<file path="config.mk">
export PLATFORM = sky130hd
export DESIGN_NAME = tep_band_cell
export DESIGN_NICKNAME = d
export VERILOG_FILES = /design/src/hdl/tep_pkg.sv /design/src/hdl/tep_band_cell.sv
export SDC_FILE = /design/constraint.sdc
export NUM_CORES = 2
export LEC_CHECK = 0
export BUFFER_PORTS_ARGS = -buffer_cell sky130_fd_sc_hd__buf_2
export CAP_MARGIN = 20
export CORE_MARGIN = 4
export CORE_UTILIZATION = 30
export CTS_BUF_LIST = sky130_fd_sc_hd__clkbuf_8
export DETAILED_ROUTE_END_ITERATION = 8
export PLACE_DENSITY = 0.56
export SETUP_SLACK_MARGIN = 0.15
export SLEW_MARGIN = 5
export SYNTH_ARGS = -nofsm -noshare
export SYNTH_HDL_FRONTEND = slang
export SYNTH_SLANG_ARGS = --single-unit
</file>
<file path="constraint.sdc">
create_clock -name clk -period 10.2 [get_ports clk]
set_input_delay 2.04 -clock clk [delete_from_list [all_inputs] [get_ports clk]]
set_output_delay 2.04 -clock clk [all_outputs]
set_load 0.02 [all_outputs]
</file>
<file path="src/hdl/tep_pkg.sv">
`timescale 1ns / 1ps
`default_nettype none
// ----------------------------------------------------------------------------
// tep_pkg
// Shared types, constants and lookup tables of the tone equalizer pixel unit.
// ----------------------------------------------------------------------------
package tep_pkg;

    localparam int PIX_W     = 24;
    localparam int L_W       = 25;
    localparam int EV_W      = 16;
    localparam int ACC_W     = 38;
    localparam int GAIN_W    = 17;
    localparam int GAIN_REGS = 8;
    localparam int GADDR_W   = 3;
    localparam int CORR_W    = 28;

    localparam logic [GAIN_W-1:0] GAIN_ONE = 17'd16384;
    localparam logic signed [EV_W-1:0] EV_FLOOR = -16'sd18432;
    localparam logic [14:0] LOG2E_Q14    = 15'd23637;
    localparam logic [15:0] INV_WSUM_Q16 = 16'd36971;
    localparam logic [25:0] DIV3_MUL     = 26'd44739243;

    // lightness methods
    localparam int LM_MEAN     = 0;
    localparam int LM_MIDRANGE = 1;
    localparam int LM_MAX      = 2;
    localparam int LM_NORM     = 3;

    localparam int LIGHT_METHOD_DEF = LM_MEAN;
    localparam int BAND_COUNT_DEF   = 16;

    // log2(1+k/16) in Q.16
    localparam logic [16:0] LOG_TAB [17] = '{
        17'd0, 17'd5732, 17'd11136, 17'd16248, 17'd21098, 17'd25711, 17'd30109,
        17'd34312, 17'd38336, 17'd42196, 17'd45904, 17'd49472, 17'd52911,
        17'd56229, 17'd59434, 17'd62534, 17'd65536};

    // 2^(-k/16) in Q.16
    localparam logic [16:0] EXP_TAB [17] = '{
        17'd65536, 17'd62757, 17'd60097, 17'd57549, 17'd55109, 17'd52773,
        17'd50535, 17'd48393, 17'd46341, 17'd44376, 17'd42495, 17'd40693,
        17'd38968, 17'd37316, 17'd35734, 17'd34219, 17'd32768};

    typedef struct packed {
        logic [PIX_W-1:0] red;
        logic [PIX_W-1:0] green;
        logic [PIX_W-1:0] blue;
    } pixel_t;

    typedef struct packed {
        logic           valid;
        logic [L_W-1:0] l;
        pixel_t         pix;
    } light_t;

    typedef struct packed {
        logic                   valid;
        logic signed [EV_W-1:0] ev;
        logic [ACC_W-1:0]       acc;
        pixel_t                 pix;
    } flow_t;

    // gain register that drives each band
    function automatic int band_reg(input int band);
        if (band <= 4)
            return 0;
        else if (band >= 11)
            return 7;
        else
            return band - 4;
    endfunction

endpackage
`default_nettype wire

</file>
<file path="src/hdl/tep_band_cell.sv">
`timescale 1ns / 1ps
`default_nettype none
// ----------------------------------------------------------------------------
// tep_band_cell
// One Gaussian band: weight from the exposure, times gain, added to the sum.
// ----------------------------------------------------------------------------
module tep_band_cell #(
    parameter int BAND = 0
) (
    input  wire logic                       clk,
    input  wire logic                       rst_n,
    input  wire logic                       en,
    input  wire logic [tep_pkg::GAIN_W-1:0] gain,
    input  wire tep_pkg::flow_t             in,
    output tep_pkg::flow_t                  out
);

    localparam int CENTER = (-22 + 2 * BAND) * 1024;

    tep_pkg::flow_t f1_reg, f2_reg, f3_reg, f4_reg, out_reg;
    logic signed [16:0] d;
    logic [14:0] ad;
    logic [29:0] d2_reg;
    logic [44:0] yprod;
    logic [28:0] y_reg;
    logic [16:0] base_tab, next_tab;
    logic [11:0] diff;
    logic [27:0] prod;
    logic [8:0]  n3_reg;
    logic [16:0] base3_reg;
    logic [11:0] psh3_reg;
    logic [16:0] w;
    logic [16:0] w4_reg;
    logic [33:0] wg;

    // distance to the band centre
    assign d  = {in.ev[15], in.ev} - 17'(CENTER);
    assign ad = d[16] ? 15'(-d) : d[14:0];

    // exponent in Q.20
    assign yprod = d2_reg * tep_pkg::LOG2E_Q14;

    // 2^-y by table
    assign base_tab = tep_pkg::EXP_TAB[5'(y_reg[19:16])];
    assign next_tab = tep_pkg::EXP_TAB[5'(y_reg[19:16]) + 5'd1];
    assign diff     = 12'(base_tab - next_tab);
    assign prod     = diff * y_reg[15:0];
    assign w        = base3_reg - 17'(psh3_reg);

    // weighted gain
    assign wg = w4_reg * gain;

    always_ff @(posedge clk or negedge rst_n)
    begin
        if (!rst_n)
        begin
            f1_reg    <= '0;
            f2_reg    <= '0;
            f3_reg    <= '0;
            f4_reg    <= '0;
            out_reg   <= '0;
            d2_reg    <= '0;
            y_reg     <= '0;
            n3_reg    <= '0;
            base3_reg <= '0;
            psh3_reg  <= '0;
            w4_reg    <= '0;
        end
        else if (en)
        begin
            f1_reg    <= in;
            d2_reg    <= ad * ad;

            f2_reg    <= f1_reg;
            y_reg     <= yprod[44:16];

            f3_reg    <= f2_reg;
            n3_reg    <= y_reg[28:20];
            base3_reg <= base_tab;
            psh3_reg  <= prod[27:16];

            f4_reg    <= f3_reg;
            if (n3_reg > 9'd16)
                w4_reg <= '0;
            else
                w4_reg <= w >> n3_reg[4:0];

            out_reg.valid <= f4_reg.valid;
            out_reg.ev    <= f4_reg.ev;
            out_reg.pix   <= f4_reg.pix;
            out_reg.acc   <= f4_reg.acc + 38'(wg);
        end
    end

    assign out = out_reg;

endmodule
`default_nettype wire

</file>
==> flow_summary.yaml <==
outcome:
  status: "completed"
global_route:
  antenna_found_initial: 28
  grt_max_degree: 202
  grtUsageTotal_pct: 14.0
  grt-ovfl-total: 0
  grt_pass1_wl_um: 230000
  grt_pass1_vias: 41514
timing:
  hold_slack_ns: 0.454
  setup_violations: 0
  maxSlewHeadroom_pct: 21.4
  drv_slew: 0
  min_period_ns: 9.33
  finalHoldViolCount: 0
  skew_ns: 0.0411
  rsz0062_at_grt: "false"
  fin_crit_sh_pct: 91.4
  clock.fmax_ghz: 0.107
  finalSetupTns_ns: 0
  tightest_slew_ns: 1.18
critical_path:
  cp_slowest_stage_delay_ns: 0.60
  cpMostUsedCell: "fa_1"
  cp_max_fo: 16
  r2r_cells: 32
  critPathBufInv: 3
  worst_path_max_delay_cell: "dfrtp_1"
  r2r-start: "y_reg[17]"
  criticalPathCategory: "flop to flop"
  crit_start: "y_reg[17]"
  arrival_ns: 10.03
  r2r_setup_slack_ns: 0.87
  crit_required_ns: 10.90
  cp_top_family: "adder cells"
  setup.worst_path.end_class: "flop"
  r2r_end: "psh3_reg[9]"
  cp-start-kind: "flop"
clock_tree:
  path_clk_slew_ns: 0.06
  cts_setup_buffers: 0
  ctsHoldBuffers: 0
  cts_tree: "yes"
  cts_buffers: 133
  insertion_delay_ns: 0.84
  ctsResizeCount: 0
  clockBufferDepth: 3
  cts.sinks: 747
  cts_root_buf: "clkbuf_8"
  htree_levels: 4
die:
  num_rows: 163
  start_util_pct: 30.2
  coreArea_um2: 198000
  die_h_um: 454
  dieArea_um2: 206000
  ioPinCount: 274
  die_x_um: 454
synthesis:
  synth.cell_area_um2: 59700
  postSynth.asyncResetShare_pct: 100
  syn_area_per_cell_um2: 11.2
  ys.flop_type: "dfrtp_1"
  syn_inst: 5347
  ys_types: 93
  ys_seq_area_share_pct: 31.3
  ys_warn_count: 0
  synth_edf_count: 0
  ys_ff_latch: 747
place:
  io_buffer_count: 273
  dp_hpwl_um: 108000
  gp_congestion: 0.856
  dp_cells: 8099
final_layout:
  areaGrowthSynthToFinish_pct: 12.0
  final_cell_mix: "inv_1, dfrtp_1, fa_1"
  final_common_cell: "inv_1"
  drive_gt1_share_pct: 21.7
  fin_nets: 6923
  final_cell_count_no_fill: 8348
route:
  drtPass1Iterations: 5
  routed_wl_um: 140000
  wl_per_cell_um: 16.8
  via_per_inst: 4.62
  ant_nets: 0
  drtIter0Drc: 1971
  drc: 0
  via_count: 38535
hold_path:
  hp-class: "flop to flop"
  min_to: "f4_reg[86]"
  min-delay-start: "f3_reg[86]"
  hold_path_depth: 2
run:
  drv_cap: 0
==> worst min-delay path: stages, from the launching register on <==
cell and delay (ns):
dfrtp_1 0.34, nand2_1 0.05, o21ai_0 0.06
==> cell type report <==
| type | instances | area, µm² |
|---|---|---|
| diodes | 16 | 40.0 |
| clock buffers | 163 | 2240 |
| clock inverters | 69 | 503 |
| fillers | 19856 | 131000 |
| inverters | 876 | 3290 |
| multi-input cells | 3514 | 37000 |
| flip-flops and latches | 747 | 18700 |
| well taps | 2640 | 3300 |
| repair buffers | 323 | 1870 |
==> kinds of logic (layout without fill, tap and decap cells) <==
kind of cell	count (synthesis)	count (layout)	share of synthesized area [%]
compound gates	472	472	5.22
xor+xnor	133	133	1.95
fa+ha+maj	1182	1182	33.4
buf+inv	1089	1431	6.85
flops	747	747	31.3
mux	696	696	13.2
other cells	2	21	0.0126
simple gates	1026	1026	8.11
==> synth_stat cells (16+ instances only) <==
cell type | count | share of area [%]
inv_1 | 870 | 5.5
dfrtp_1 | 747 | 31
fa_1 | 686 | 23
mux2_2 | 670 | 13
ha_1 | 495 | 10
nand2_1 | 446 | 2.8
clkbuf_1 | 204 | 1.3
nor2_1 | 184 | 1.2
and2_1 | 149 | 1.6
a21oi_1 | 131 | 1.1
o21ai_0 | 103 | 0.86
xnor2_1 | 90 | 1.3
nand2b_1 | 51 | 0.53
a21o_1 | 46 | 0.58
nand3_1 | 43 | 0.36
xor2_1 | 43 | 0.63
nor3_1 | 33 | 0.28
mux2i_1 | 20 | 0.34
nor2b_1 | 19 | 0.20
a31oi_1 | 18 | 0.19
nor3b_1 | 16 | 0.20
==> per-layer routing <==
layer	track usage, %	wire [µm]	part of all wire, %	up-vias
li1	-	-	-	17799
met1	18.0	60500	43	19802
met2	22.8	66700	48	715
met3	3.10	7320	5.2	207
met4	5.52	5290	3.8	12
met5	0	89	0.064	-
==> how the worst max path moves through the flow <==
stage,end,cells after the start
floorplan,d2_reg[23],28
global placement,d2_reg[23],23
CTS,psh3_reg[11],33
global route,psh3_reg[11],32
detailed placement,d2_reg[23],23
finish,psh3_reg[9],32
==> per-stage QoR <==
| stage | area [µm²] | setup slack (ns) | util (%) |
|---|---|---|---|
| 5_1_grt | 66900 | 0.229 | 33.8 |
| 3_5_place_dp | 64100 | 0.511 | 32.4 |
| 3_3_place_gp | 64100 | 0.636 | 32.4 |
| 6_report | 66900 | 0.875 | 33.9 |
| 2_1_floorplan | 59700 | 1.31 | - |
| 4_1_cts | 66800 | 0.913 | 33.8 |
Power is not shown: default switching activity piles up to over one toggle a cycle in this logic, so the estimate is an artifact.
