### src/hdl/tep_pkg.sv
`timescale 1ns / 1ps
`default_nettype none
// ----------------------------------------------------------------------------
// tep_pkg
// Shared types, constants and lookup tables of the tone equalizer pixel unit.
// ----------------------------------------------------------------------------
package tep_pkg;

    localparam int PIX_W     = 24;
    localparam int L_W       = 25;
    localparam int EV_W      = 16;
    localparam int ACC_W     = 38;
    localparam int GAIN_W    = 17;
    localparam int GAIN_REGS = 8;
    localparam int GADDR_W   = 3;
    localparam int CORR_W    = 28;

    localparam logic [GAIN_W-1:0] GAIN_ONE = 17'd16384;
    localparam logic signed [EV_W-1:0] EV_FLOOR = -16'sd18432;
    localparam logic [14:0] LOG2E_Q14    = 15'd23637;
    localparam logic [15:0] INV_WSUM_Q16 = 16'd36971;
    localparam logic [25:0] DIV3_MUL     = 26'd44739243;

    // lightness methods
    localparam int LM_MEAN     = 0;
    localparam int LM_MIDRANGE = 1;
    localparam int LM_MAX      = 2;
    localparam int LM_NORM     = 3;

    localparam int LIGHT_METHOD_DEF = LM_MEAN;
    localparam int BAND_COUNT_DEF   = 16;

    // log2(1+k/16) in Q.16
    localparam logic [16:0] LOG_TAB [17] = '{
        17'd0, 17'd5732, 17'd11136, 17'd16248, 17'd21098, 17'd25711, 17'd30109,
        17'd34312, 17'd38336, 17'd42196, 17'd45904, 17'd49472, 17'd52911,
        17'd56229, 17'd59434, 17'd62534, 17'd65536};

    // 2^(-k/16) in Q.16
    localparam logic [16:0] EXP_TAB [17] = '{
        17'd65536, 17'd62757, 17'd60097, 17'd57549, 17'd55109, 17'd52773,
        17'd50535, 17'd48393, 17'd46341, 17'd44376, 17'd42495, 17'd40693,
        17'd38968, 17'd37316, 17'd35734, 17'd34219, 17'd32768};

    typedef struct packed {
        logic [PIX_W-1:0] red;
        logic [PIX_W-1:0] green;
        logic [PIX_W-1:0] blue;
    } pixel_t;

    typedef struct packed {
        logic           valid;
        logic [L_W-1:0] l;
        pixel_t         pix;
    } light_t;

    typedef struct packed {
        logic                   valid;
        logic signed [EV_W-1:0] ev;
        logic [ACC_W-1:0]       acc;
        pixel_t                 pix;
    } flow_t;

    // gain register that drives each band
    function automatic int band_reg(input int band);
        if (band <= 4)
            return 0;
        else if (band >= 11)
            return 7;
        else
            return band - 4;
    endfunction

endpackage
`default_nettype wire

### src/hdl/tep_expo.sv
`timescale 1ns / 1ps
`default_nettype none
// ----------------------------------------------------------------------------
// tep_expo
// Exposure in Q5.10 EV from the lightness: leading one plus table log2.
// ----------------------------------------------------------------------------
module tep_expo (
    input  wire logic            clk,
    input  wire logic            rst_n,
    input  wire logic            en,
    input  wire tep_pkg::light_t in,
    output tep_pkg::flow_t       out
);

    logic [4:0]  p;
    logic [4:0]  p1_reg, p2_reg, p3_reg;
    logic [24:0] l1_reg;
    logic        z1_reg, z2_reg, z3_reg;
    logic        v1_reg, v2_reg, v3_reg;
    tep_pkg::pixel_t pix1_reg, pix2_reg, pix3_reg;
    logic [31:0] shifted;
    logic [3:0]  idx2_reg;
    logic [15:0] rem2_reg;
    logic [16:0] base_tab, next_tab;
    logic [12:0] diff;
    logic [28:0] prod;
    logic [16:0] base3_reg;
    logic [12:0] psh3_reg;
    logic [16:0] lf;
    logic signed [16:0] ev_raw;
    tep_pkg::flow_t out_reg;

    localparam logic signed [16:0] FLOOR17 = -17'sd18432;

    // position of the leading one
    always_comb
    begin
        p = '0;
        for (int i = 0; i < 25; i++)
        begin
            if (in.l[i])
                p = 5'(i);
        end
    end

    // left-align the bits below the leading one
    assign shifted = {7'b0, l1_reg} << (5'd31 - p1_reg);

    // table interpolation
    assign base_tab = tep_pkg::LOG_TAB[5'(idx2_reg)];
    assign next_tab = tep_pkg::LOG_TAB[5'(idx2_reg) + 5'd1];
    assign diff     = 13'(next_tab - base_tab);
    assign prod     = diff * rem2_reg;

    // integer part plus fraction, clamped at the floor
    assign lf     = base3_reg + 17'(psh3_reg);
    assign ev_raw = ((17'(p3_reg) - 17'sd20) <<< 10) + 17'(lf >> 6);

    always_ff @(posedge clk or negedge rst_n)
    begin
        if (!rst_n)
        begin
            p1_reg    <= '0;
            l1_reg    <= '0;
            z1_reg    <= 1'b0;
            v1_reg    <= 1'b0;
            pix1_reg  <= '0;
            p2_reg    <= '0;
            z2_reg    <= 1'b0;
            v2_reg    <= 1'b0;
            pix2_reg  <= '0;
            idx2_reg  <= '0;
            rem2_reg  <= '0;
            p3_reg    <= '0;
            z3_reg    <= 1'b0;
            v3_reg    <= 1'b0;
            pix3_reg  <= '0;
            base3_reg <= '0;
            psh3_reg  <= '0;
            out_reg   <= '0;
        end
        else if (en)
        begin
            p1_reg    <= p;
            l1_reg    <= in.l;
            z1_reg    <= (in.l == '0);
            v1_reg    <= in.valid;
            pix1_reg  <= in.pix;

            p2_reg    <= p1_reg;
            z2_reg    <= z1_reg;
            v2_reg    <= v1_reg;
            pix2_reg  <= pix1_reg;
            idx2_reg  <= shifted[30:27];
            rem2_reg  <= shifted[26:11];

            p3_reg    <= p2_reg;
            z3_reg    <= z2_reg;
            v3_reg    <= v2_reg;
            pix3_reg  <= pix2_reg;
            base3_reg <= base_tab;
            psh3_reg  <= prod[28:16];

            out_reg.valid <= v3_reg;
            out_reg.pix   <= pix3_reg;
            out_reg.acc   <= '0;
            if (z3_reg || ev_raw < FLOOR17)
                out_reg.ev <= tep_pkg::EV_FLOOR;
            else
                out_reg.ev <= ev_raw[15:0];
        end
    end

    assign out = out_reg;

endmodule
`default_nettype wire

### config.mk
export PLATFORM = sky130hd
export DESIGN_NAME = tep_expo
export DESIGN_NICKNAME = d
export VERILOG_FILES = /design/src/hdl/tep_pkg.sv /design/src/hdl/tep_expo.sv
export SDC_FILE = /design/constraint.sdc
export NUM_CORES = 1
export LEC_CHECK = 0
export BUFFER_PORTS_ARGS = -buffer_cell sky130_fd_sc_hd__buf_2
export CAP_MARGIN = 0
export CORE_MARGIN = 1
export CORE_UTILIZATION = 55
export CTS_CLUSTER_DIAMETER = 100
export DETAILED_ROUTE_END_ITERATION = 8
export GPL_TIMING_DRIVEN = 0
export PLACE_DENSITY = 0.79
export SLEW_MARGIN = 20
export SYNTH_ARGS = -nofsm -noshare
export SYNTH_HDL_FRONTEND = slang
export SYNTH_SLANG_ARGS = --single-unit
### constraint.sdc
create_clock -name clk -period 9.45 [get_ports clk]
set_clock_uncertainty 0.2 [all_clocks]
set_input_delay 0.4725 -clock clk [delete_from_list [all_inputs] [get_ports clk]]
set_output_delay 0.4725 -clock clk [all_outputs]
set_load 0.02 [all_outputs]
==> impl_metrics.csv <==
group,metric,value,unit
outcome,outcome,"finished, final reports clean",
die,die_h,214,um
detailed_routing,firstDrtPassIters,5,
finish,nets,2886,
timing,finalWorstSetupSlack,364,ps
critical_path,cp-end-kind,"flop",
detailed_routing,antenna_left,0,
critical_path,arrival,9300,ps
clocking,clk_path_buf_depth,3,
die,die_area,45800,sq um
synthesis,synth_top_area_share,40.5,%
clocking,htreeDepth,2,
synthesis,synth_most_common_cell,"dfrtp_1",
timing,grt_setup_unrepaired,"yes",
detailed_routing,detail_route.wl_per_cell,20.9,um
detailed_routing,avgViaCountPerCell,5.67,
grt,grt_overflow,0,
synthesis,synth.area.top_cells,"dfrtp_1 41%, mux2_2 16%, fa_1 12%",
synthesis,yosys.area.top_type,"dfrtp_1",
die,fp.dieW,214,um
finish,drive_gt1_share,27.9,%
grt,grt_pass1_wl,106000,um
synthesis,seq_area_frac_synth,40.5,%
detailed_routing,wl,65700,um
die,start_util,55.9,%
finish,largest_register_ffs,89,
die,core_area,44200,sq um
critical_path,cp_data_required_time,9670,ps
critical_path,critPathKind,"reg2reg",
finish,fillers,3181,
clocking,cts_tree,"done",
timing,setup_viol,0,
timing,slew_headroom,39.4,%
synthesis,synth_cell_types,71,
detailed_routing,drt_iter0_drc,1325,
critical_path,worstPathMaxFanout,10,
synthesis,netlist_top_cells_count,"400 x dfrtp_1, 351 x mux2_2, 222 x inv_1",
timing,worst_pin_slew,909,ps
grt,antenna_found_initial,1,
synthesis,syn_area_per_cell,11.4,sq um
timing,slew_violations,0,
detailed_routing,num_vias,17800,
synthesis,ys_seq_elements,400,
synthesis,synthCells,2176,
synthesis,synth_area,24700,sq um
place,gp_congestion,0.952,
grt,grt_max_degree,110,
clocking,clock-sinks,400,
critical_path,critical_path.max_stage_delay,530,ps
synthesis,synth_edf_count,0,
clocking,root_buffer,"clkbuf_16",
finish,stdcell_count,3145,
clocking,worst_skew_pair.late_latency,540,ps
timing,finalCritPeriodShare,96.2,%
clocking,cts_buffers,37,
die,rows,77,
grt,track_usage,29.4,%
die,io_pins,228,
detailed_routing,drc,0,
critical_path,cp_common_cell,"fa_1",
worst_hold_path,min_path_type,"in2reg",
place,dp_hpwl,45700,um
finish,areaGrowthSynthToFinish,16.6,%
timing,fmax,0.110,GHz
synthesis,ys_warn_count,0,
finish,final_cell_area,28800,sq um
place,placed_cell_area,26700,sq um
grt,grt_pass1_vias,19400,
clocking,cts.clk_slew.worst_paths,60,ps
synthesis,async_flop_share,100,%
critical_path,start_kind,"flop",
timing,period_needed,9090,ps
synthesis,synth_ff_type,"dfrtp_1",
finish,utilization,65.2,%
place,dp_cells,2997,
place,dp_slack,-326,ps
place,port-buffer-count,188,
job,maxCapViolCount,0,
critical_path,crit_slowest_cell,"fa_1",
timing,finalHoldViolCount,0,
[cell families after synthesis]
| logic type | synth area share, % |
|---|---|
| simple gates | 8.55 |
| mux | 19.0 |
| flops | 40.5 |
| buf+inv | 6.44 |
| fa+ha+maj | 17.9 |
| compound gates | 5.91 |
| xor+xnor | 1.63 |
| other cells | 0.0152 |
[through the flow]
stage | setup TNS [ps] | hold WS [ps]
final | 0 | 23.6
after global routing | -1.88 | 6.28
after global placement | -246 | 280
after floorplan | 0 | -23.1
after CTS | 0 | 1.19
after detailed placement | -1680 | 118
[critical path, delay by kind of cell (launching register included)]
kind                       cells  cell delay (ps)
xor gates and xnor gates       2              540
buffers and inverters          6              820
adders and majority gates     10             3890
AOI/OAI and AO/OA             11             2420
muxes                          1              270
and+or+nand+nor                4              420
DFF                            1              420
[path summary, 6_finish.rpt]
path                                          start                        to  slack (ps)  depth (start not counted)
max                         idx2_reg[0]$_DFFE_PN0P_  psh3_reg[11]$_DFFE_PN0P_         360                         34
min                                          in[83]    l1_reg[11]$_DFFE_PN0P_          20                          2
max reg2reg                 idx2_reg[0]$_DFFE_PN0P_  psh3_reg[11]$_DFFE_PN0P_         360                         34
min reg2reg                pix3_reg[22]$_DFFE_PN0P_       out[22]$_DFFE_PN0P_         300                          1
max in group asynchronous                     rst_n  pix2_reg[63]$_DFFE_PN0P_        7560                          4
min in group asynchronous                     rst_n  pix3_reg[28]$_DFFE_PN0P_         170                          2
[timing repair]
| item | CTS | global route |
|---|---|---|
| setup buffers | 0 | 1 |
| hold endpoints to repair | 300 | 1 |
| endpoints found under the setup margin | 9 | 13 |
| pin swaps | 0 | 4 |
| hold buffers | 77 | 1 |
| gates resized for setup | 8 | 28 |
[cells in the final DEF, fill, tap and decap left out, types with 22 or more instances in the layout]
cell type      count
mux2_2           351
buf_2            194
clkbuf_16         39
dfrtp_1          400
mux2i_1           51
nand2b_1          23
a21oi_1           74
nor2b_1           22
nor2_1            96
buf_4             48
and2_1            39
ha_1             107
xnor2_1           24
nand2_1          204
conb_1            38
fa_1             154
inv_1            222
clkbuf_1          78
o21ai_0           38
o22ai_1           22
dlygate4sd3_1     78
[per-layer routing]
| metal | global-route usage, % | vias up | wire length (um) |
|---|---|---|---|
| met1 | 36.1 | 9062 | 25400 |
| met3 | 6.37 | 177 | 4980 |
| met4 | 12.6 | 0 | 2750 |
| met5 | 0 | - | 0 |
| li1 | - | 7870 | - |
| met2 | 50.0 | 723 | 32600 |
[cell type report]
type | instances | area [sq um] | area share (%)
repair buffers | 271 | 1850 | 6.42
clock buffers | 46 | 1050 | 3.65
well taps | 592 | 741 | 2.57
multi-input cells | 1440 | 13300 | 46.3
clock inverters | 21 | 199 | 0.690
flip-flops and latches | 400 | 10000 | 34.7
inverters | 225 | 852 | 2.96
diodes | 2 | 5.00 | 0.0174
plain buffers | 148 | 761 | 2.64
Power is left out: the tool's default activity adds up to more than one toggle a clock period on the data nets, which glitch-free logic cannot reach.
